**src/rtl/rac_pkg.sv**
```systemverilog
`timescale 1ns / 1ps
// ---------------------------------------------------------------------------
// rac_pkg
// Shared widths, status codes and controller/datapath command types.
// ---------------------------------------------------------------------------
package rac_pkg;

   localparam int OPERAND_W  = 32;  // request numerator/denominator
   localparam int RES_NUM_W  = 32;
   localparam int RES_DEN_W  = 31;
   localparam int STATUS_W   = 2;
   localparam int PROD_W     = 64;  // 32x32 product, magnitudes
   localparam int ACC_W      = 65;  // signed sum of two products
   localparam int SHIFT_W    = 6;   // common power of two in the gcd
   localparam int DIV_CNT_W  = 6;   // one quotient bit per step
   localparam int DIV_STEPS  = 64;

   localparam logic [STATUS_W-1:0] STATUS_OK       = 2'd0;
   localparam logic [STATUS_W-1:0] STATUS_ZERO_DEN = 2'd1;
   localparam logic [STATUS_W-1:0] STATUS_OVERFLOW = 2'd2;

   typedef enum logic [1:0] {
      MUL_AD,   // |a| * |d|
      MUL_CB,   // |c| * b
      MUL_BD    // b * |d|
   } mul_sel_type;

   typedef enum logic [1:0] {
      OUT_ZERO_DEN,
      OUT_ZERO_SUM,
      OUT_REDUCED
   } out_kind_type;

   typedef struct packed {
      logic         capture;
      logic         mul_en;
      mul_sel_type  mul_sel;
      logic         acc_load;
      logic         acc_add;
      logic         dn_load;
      logic         gcd_init;
      logic         gcd_step;
      logic         div_init;
      logic         div_step;
      logic         out_load;
      out_kind_type out_kind;
   } cmd_type;

   typedef struct packed {
      logic den_zero;
      logic acc_zero;
      logic gcd_done;
   } sts_type;

endpackage

```
**src/rtl/rac_ctrl.sv**
```systemverilog
`timescale 1ns / 1ps
// ---------------------------------------------------------------------------
// rac_ctrl
// Sequencer: multiply steps, binary gcd loop, divide loop, result launch.
// ---------------------------------------------------------------------------
module rac_ctrl (
   input  logic             clock,
   input  logic             reset,
   input  logic             req_valid,
   output logic             req_ready,
   output logic             rsp_valid,
   input  logic             rsp_ready,
   input  rac_pkg::sts_type sts,
   output rac_pkg::cmd_type cmd
);

   typedef enum logic [3:0] {
      S_IDLE,
      S_MUL_A,
      S_MUL_B,
      S_MUL_C,
      S_MUL_D,
      S_PREP,
      S_GCD,
      S_DIV,
      S_FINISH
   } state_type;

   localparam logic [rac_pkg::DIV_CNT_W-1:0] CNT_LAST =
      rac_pkg::DIV_CNT_W'(rac_pkg::DIV_STEPS - 1);

   state_type                         state_ff, state_in;
   rac_pkg::out_kind_type             kind_ff, kind_in;
   logic [rac_pkg::DIV_CNT_W-1:0]     cnt_ff, cnt_in;
   logic                              rsp_valid_ff, rsp_valid_in;

   always_comb begin
      cmd          = '0;
      cmd.out_kind = kind_ff;
      state_in     = state_ff;
      kind_in      = kind_ff;
      cnt_in       = cnt_ff;
      rsp_valid_in = rsp_valid_ff & ~rsp_ready;
      unique case (state_ff)
         S_IDLE: begin
            if (req_valid) begin
               cmd.capture = 1'b1;
               state_in    = S_MUL_A;
            end
         end
         S_MUL_A: begin
            if (sts.den_zero) begin
               kind_in  = rac_pkg::OUT_ZERO_DEN;
               state_in = S_FINISH;
            end else begin
               cmd.mul_en  = 1'b1;
               cmd.mul_sel = rac_pkg::MUL_AD;
               state_in    = S_MUL_B;
            end
         end
         S_MUL_B: begin
            cmd.mul_en   = 1'b1;
            cmd.mul_sel  = rac_pkg::MUL_CB;
            cmd.acc_load = 1'b1;
            state_in     = S_MUL_C;
         end
         S_MUL_C: begin
            cmd.mul_en  = 1'b1;
            cmd.mul_sel = rac_pkg::MUL_BD;
            cmd.acc_add = 1'b1;
            state_in    = S_MUL_D;
         end
         S_MUL_D: begin
            cmd.dn_load = 1'b1;
            state_in    = S_PREP;
         end
         S_PREP: begin
            if (sts.acc_zero) begin
               kind_in  = rac_pkg::OUT_ZERO_SUM;
               state_in = S_FINISH;
            end else begin
               cmd.gcd_init = 1'b1;
               state_in     = S_GCD;
            end
         end
         S_GCD: begin
            if (sts.gcd_done) begin
               cmd.div_init = 1'b1;
               cnt_in       = '0;
               state_in     = S_DIV;
            end else begin
               cmd.gcd_step = 1'b1;
            end
         end
         S_DIV: begin
            cmd.div_step = 1'b1;
            cnt_in       = cnt_ff + 1'b1;
            if (cnt_ff == CNT_LAST) begin
               kind_in  = rac_pkg::OUT_REDUCED;
               state_in = S_FINISH;
            end
         end
         S_FINISH: begin
            // hold until the output register is free
            if (!rsp_valid_ff || rsp_ready) begin
               cmd.out_load = 1'b1;
               rsp_valid_in = 1'b1;
               state_in     = S_IDLE;
            end
         end
         default: state_in = S_IDLE;
      endcase
   end

   always_ff @(posedge clock) begin
      if (reset) begin
         state_ff     <= S_IDLE;
         kind_ff      <= rac_pkg::OUT_ZERO_DEN;
         cnt_ff       <= '0;
         rsp_valid_ff <= 1'b0;
      end else begin
         state_ff     <= state_in;
         kind_ff      <= kind_in;
         cnt_ff       <= cnt_in;
         rsp_valid_ff <= rsp_valid_in;
      end
   end

   assign req_ready = (state_ff == S_IDLE);
   assign rsp_valid = rsp_valid_ff;

   // a waiting result is never overwritten
   a_no_overwrite: assert property (@(posedge clock) disable iff (reset)
      !(cmd.out_load && rsp_valid_ff && !rsp_ready))
      else $error("result register overwritten while stalled");

   a_valid_from_finish: assert property (@(posedge clock) disable iff (reset)
      $rose(rsp_valid_ff) |-> $past(state_ff == S_FINISH))
      else $error("response raised outside finish");

   a_launch_returns_idle: assert property (@(posedge clock) disable iff (reset)
      cmd.out_load |=> rsp_valid_ff && state_ff == S_IDLE)
      else $error("launch did not return to idle with valid set");

endmodule

```
**config.mk**
```make
export PLATFORM = sky130hd
export DESIGN_NAME = rac_ctrl
export DESIGN_NICKNAME = d
export VERILOG_FILES = /design/src/rtl/rac_pkg.sv /design/src/rtl/rac_ctrl.sv
export SDC_FILE = /design/constraint.sdc
export NUM_CORES = 1
export LEC_CHECK = 0
export BUFFER_PORTS_ARGS = -buffer_cell sky130_fd_sc_hd__buf_2
export CAP_MARGIN = 20
export CORE_ASPECT_RATIO = 0.9
export CORE_MARGIN = 1.5
export CORE_UTILIZATION = 45
export CTS_BUF_LIST = sky130_fd_sc_hd__clkbuf_2 sky130_fd_sc_hd__clkbuf_4 sky130_fd_sc_hd__clkbuf_8
export DETAILED_ROUTE_END_ITERATION = 10
export PLACE_DENSITY = 0.83
export SLEW_MARGIN = 5
export SYNTH_ARGS = -nofsm -noshare
export SYNTH_HDL_FRONTEND = slang
export SYNTH_SLANG_ARGS = --single-unit
```
**constraint.sdc**
```tcl
create_clock -name clock -period 1.3 [get_ports clock]
set_input_delay 0.195 -clock clock [delete_from_list [all_inputs] [get_ports clock]]
set_output_delay 0.195 -clock clock [all_outputs]
set_load 0.02 [all_outputs]
```
==> reports/results.ini, run 1 <==
[placed_design]
dpl.hpwl_um = 1670
dp.cells = 163
gp_congestion = 0.777
place.port_buffers = 22

[yosys]
post_synth_xor_area_fraction_pct = 0
main_combinational_cell_family_by_area_after_synthesis = simple AND/OR/NAND/NOR gates
syn_area_um2 = 797
synth_flop_cell = dfxtp_1
synth_mux_area_share_pct = 1.41
syn-num-nets = 109
synth_compound_area_share_pct = 22.6
mean_instance_size_in_the_synthesized_netlist_um2 = 7.89
synth-edff-count = 0
ys_seq_area_share_pct = 32.7
post_synthesis_share_of_cell_area_spent_on_full_adders_half_adders_and_majority_gates_pct = 1.57
syn_inst = 101
synthDistinctLibCells = 43
synth.ff_latch_count = 13
synth_warnings = 0
async_reset_ff_share_pct = 0
synth_simple_gate_area_share_pct = 35.8

[clock_network]
tritoncts_num_sinks = 13
clockBufferDepth = 2
numCtsBuffers = 3
cts-root-buf = clkbuf_4
htreeDepth = 1

[floorplanning]
boundaryPins = 23
die_h_um = 42.9
initial_utilization_pct = 47.9
fp.dieW_um = 47.4
core.rowCount = 14

[run_status]
failed_stage = global routing
error_message = [ERROR DPL-0038] Utilization greater than 100%, impossible to legalize
status = stopped before the end

[timing]
globalroute.repair_timing.worst_endpoint = cmd[13]
timing.worst_endpoint.kind = primary output

[global_route]
pin_count_of_the_biggest_net_entering_global_routing = 14

## cell usage after synthesis, types with 2 or more instances
library cell	instances	area, um2
a211oi_1	2	15.0
a21oi_1	11	55.1
and3_1	4	25.0
buf_2	2	10.0
clkbuf_1	2	7.51
dfxtp_1	13	260
inv_1	4	15.0
nand2_1	5	18.8
nand2b_1	4	25.0
nand4_1	2	12.5
nor2_1	9	33.8
nor2b_1	2	12.5
nor3_1	6	30.0
nor4b_1	2	17.5
o211a_1	2	20.0
o21ai_0	4	20.0
## cell families after synthesis
logic type,count (synthesis)
adders and majority gates,1
muxes,1
AOI/OAI and AO/OA,28
and+or+nand+nor,47
buffers and inverters,11
DFF,13
## what timing repair did
item | 4_1_cts
setup endpoints to repair | 22
setup buffers | 18
pin swaps | 22
hold buffers | 0
gates resized for setup | 59
## through the flow
step,hold WS (ps),area [um2],setup slack (ps)
4_1_cts,202,1510,-253
3_3_place_gp,460,1140,-36.9
3_5_place_dp,463,1140,-79.9
2_1_floorplan,370,873,-76.6
==> run 2: changes to the inputs <==
==> config.mk (replaced) <==
export PLATFORM = sky130hd
export DESIGN_NAME = rac_ctrl
export DESIGN_NICKNAME = d
export VERILOG_FILES = /design/src/rtl/rac_pkg.sv /design/src/rtl/rac_ctrl.sv
export SDC_FILE = /design/constraint.sdc
export NUM_CORES = 1
export LEC_CHECK = 0
export BUFFER_PORTS_ARGS = -buffer_cell sky130_fd_sc_hd__buf_2
export CAP_MARGIN = 20
export CORE_AREA = 2 2 63 65
export DETAILED_ROUTE_END_ITERATION = 10
export DIE_AREA = 0 0 65 67
export PLACE_DENSITY_LB_ADDON = 0.15
export SLEW_MARGIN = 5
export SYNTH_ARGS = -nofsm -noshare
export SYNTH_HDL_FRONTEND = slang
export SYNTH_SLANG_ARGS = --single-unit
==> constraint.sdc (replaced) <==
create_clock -name clock -period 1.7 [get_ports clock]
set_input_delay 0.255 -clock clock [delete_from_list [all_inputs] [get_ports clock]]
set_output_delay 0.255 -clock clock [all_outputs]
set_load 0.02 [all_outputs]
==> run 2 against run 1 <==
The run now ends clean. Synthesized cell count unchanged. Synthesized area unchanged.
==> reports/results.ini, run 2 <==
[run_status]
status = complete, no violations  ; was stopped before the end

[yosys]
library_cell_occupying_the_most_area_in_the_post_synthesis_netlist = dfxtp_1  ; unchanged
synth-edff-count = 0  ; unchanged
syn_inst = 101  ; unchanged
async_reset_ff_share_pct = 0  ; unchanged
yosys-top-cells-area = dfxtp_1 (33%), a21oi_1 (6.9%), nor2_1 (4.2%)  ; unchanged
synth_flop_cell = dfxtp_1  ; unchanged
syn_area_um2 = 797  ; unchanged
synth_most_common_cell = dfxtp_1  ; unchanged
ys_seq_area_share_pct = 32.7  ; unchanged
synth_warnings = 0  ; unchanged
synth.ff_latch_count = 13  ; unchanged
synth_top_cell_area_share_pct = 32.7  ; unchanged
syn-num-nets = 109  ; unchanged
mean_instance_size_in_the_synthesized_netlist_um2 = 7.89  ; unchanged
synthDistinctLibCells = 43  ; unchanged
synth_top_cells_by_count = dfxtp_1 (13), a21oi_1 (11), nor2_1 (9)  ; unchanged

[clock_network]
post_cts.repair.setup_buffers = 0  ; was 18
htreeDepth = 1  ; unchanged
cts.clk_slew.worst_paths_ps = 60
cts-root-buf = clkbuf_8  ; was clkbuf_4
clockBufferDepth = 2  ; unchanged
tritoncts_num_sinks = 13  ; unchanged
cts.hold.buffers_added = 0  ; unchanged
numCtsBuffers = 3  ; unchanged
tritoncts = built
clock_insertion_delay_worst_skew_ps = 240

[drt]
firstDrtPassIters = 4
drcViolationCount = 0
detailedRoute.firstIterationViolations = 42
detail-route-antenna-nets = 0
postRouteWirelength_um = 2220
wl_per_cell_um = 12.7
vias = 849
route.detailed.vias_per_inst = 4.85

[worst_setup_path]
cp_data_arrival_time_ps = 1350
slowest_stage = dfxtp_1
critPathRequiredTime_ps = 1440
crit_path_cell_trace = and2b_1 > nand3_2 > inv_2 > buf_2
critical_path.top_delay_family = flip-flops
critPathCaptureType = output pin
crit_type = reg -> out
critPathLaunchType = register
critical_path.max_fanout = 9
number_of_buffer_and_inverter_stages_on_the_critical_path = 2
cp_slowest_stage_delay_ps = 500

[power_and_ir_drop]
ir_worst_vdd_mv = 0.267
leakage_uw = 0.000454
powerDensity_mw_per_mm2 = 702

[floorplanning]
core_region_area_mm2 = 0.00361
fp.dieArea_mm2 = 0.00436
core.rowCount = 22  ; was 14
initial_utilization_pct = 22.1  ; was 47.9%
die_h_um = 67  ; was 42.9 um
boundaryPins = 23  ; unchanged
fp.dieW_um = 65  ; was 47.4 um

[placed_design]
dp.cells = 171  ; was 163
dpl.hpwl_um = 1640  ; was 1670 um
gp_congestion = 0.750  ; was 0.777
place.port_buffers = 22  ; unchanged

[timing]
fin_skew_ps = 3.90
totalNegativeSetupSlack_ps = 0
setup_violations = 0
final.period_utilization_pct = 94.2
period_needed_ps = 1600
fmax_mhz = 625
hold_violations = 0
max-slew-margin-rel_pct = 75.5
report.final.slew_viol_count = 0
rsz0062_at_grt = false
tightestPinTransition_ps = 358

[global_route]
grt_overflow_total = 0
grt_first_pass_wirelength_um = 3680
via_count_of_the_first_global_routing_pass = 789
pin_count_of_the_biggest_net_entering_global_routing = 14
grt.total_usage_pct = 10.9
grt_antenna_before_repair = 0

[final_layout]
area_growth_syn_to_layout_pct = 30.9
reg.largest.list = cnt_ff: 6 flops, state_ff: 4 flops, kind_ff: 2 flops
largest_register_ffs = 6
final_layout_size_suffix_gt1_share_pct = 32.3
layout_common_cells = buf_2 (22), a21oi_1 (11), dfxtp_1 (10)
finalNetCount = 136
number_of_cells_in_the_finished_layout_apart_from_fillers = 175
antenna-diode-count = 0
largest-register = cnt_ff
layout.cells.most_common = buf_2

[worst_hold_path]
hold_class = in -> reg

[job]
cap_viol_max_count = 0

-- run 2: cell counts after synthesis --
Identical to the previous run, type by type.
-- run 2: logic make-up (layout without fill, tap and decap cells) --
| kind of cell | Yosys count | after routing | share of synthesized area [%] |
|---|---|---|---|
| adder cells (fa/ha/maj) | 1 | 1 | 1.57 |
| AND/OR/NAND/NOR | 47 | 47 | 35.8 |
| AO/OA/AOI/OAI | 28 | 28 | 22.6 |
| multiplexers | 1 | 1 | 1.41 |
| flip-flops | 13 | 13 | 32.7 |
| buffers and inverters | 11 | 37 | 5.96 |
-- run 2: area by class of cell --
class | count | area [um2]
clock buffer | 4 | 45.0
tap | 48 | 60.1
timing repair buffer | 28 | 155
inverter | 5 | 18.8
sequential | 13 | 267
multi-input combinational | 77 | 498
fill | 417 | 2560
-- run 2: worst min-delay path, stage by stage --
cell and delay [ps]:
buf_2 80, nand2b_1 90, a21oi_1 50
-- run 2: final timing paths --
path	from	to	slack, ps	cells after the start
worst max-delay path	state_ff[3]	cmd[3]	100	4
worst min-delay path	rsp_ready	rsp_valid	290	3
worst max register to register	state_ff[3]	cnt_ff[5]	220	5
worst min register to register	kind_ff[0]	kind_ff[0]	470	1
-- run 2: through the flow --
step,power [uW],utilization (%),cell area [um2],hold slack (ps),setup slack [ps]
5_1_grt,784,28.9,1040,289,12.4
2_1_floorplan,411,-,797,433,35.6
6_report,733,28.9,1040,286,98.8
3_5_place_dp,458,27.3,983,463,131
4_1_cts,744,28.6,1030,286,38.8
3_3_place_gp,458,27.3,983,462,170
-- run 2: where the power goes --
part / switching, uW / internal, uW / total [uW]
combinational: 77.7 / 52.3 / 130
clock: 113 / 165 / 278
sequential: 13.4 / 311 / 324
-- run 2: timing repair --
| action | CTS | global route |
|---|---|---|
| gates resized for setup | 2 | 4 |
| setup endpoints to repair | 1 | 4 |
| cloned | 0 | 0 |
-- run 2: metal layers --
| metal | global-route usage, % | routed length, um |
|---|---|---|
| met5 | 0 | 0 |
| met2 | 17.0 | 982 |
| met3 | 2.87 | 122 |
| met1 | 14.8 | 1100 |
| met4 | 3.19 | 10 |
Note: power is estimated with default switching activity, not from simulation.
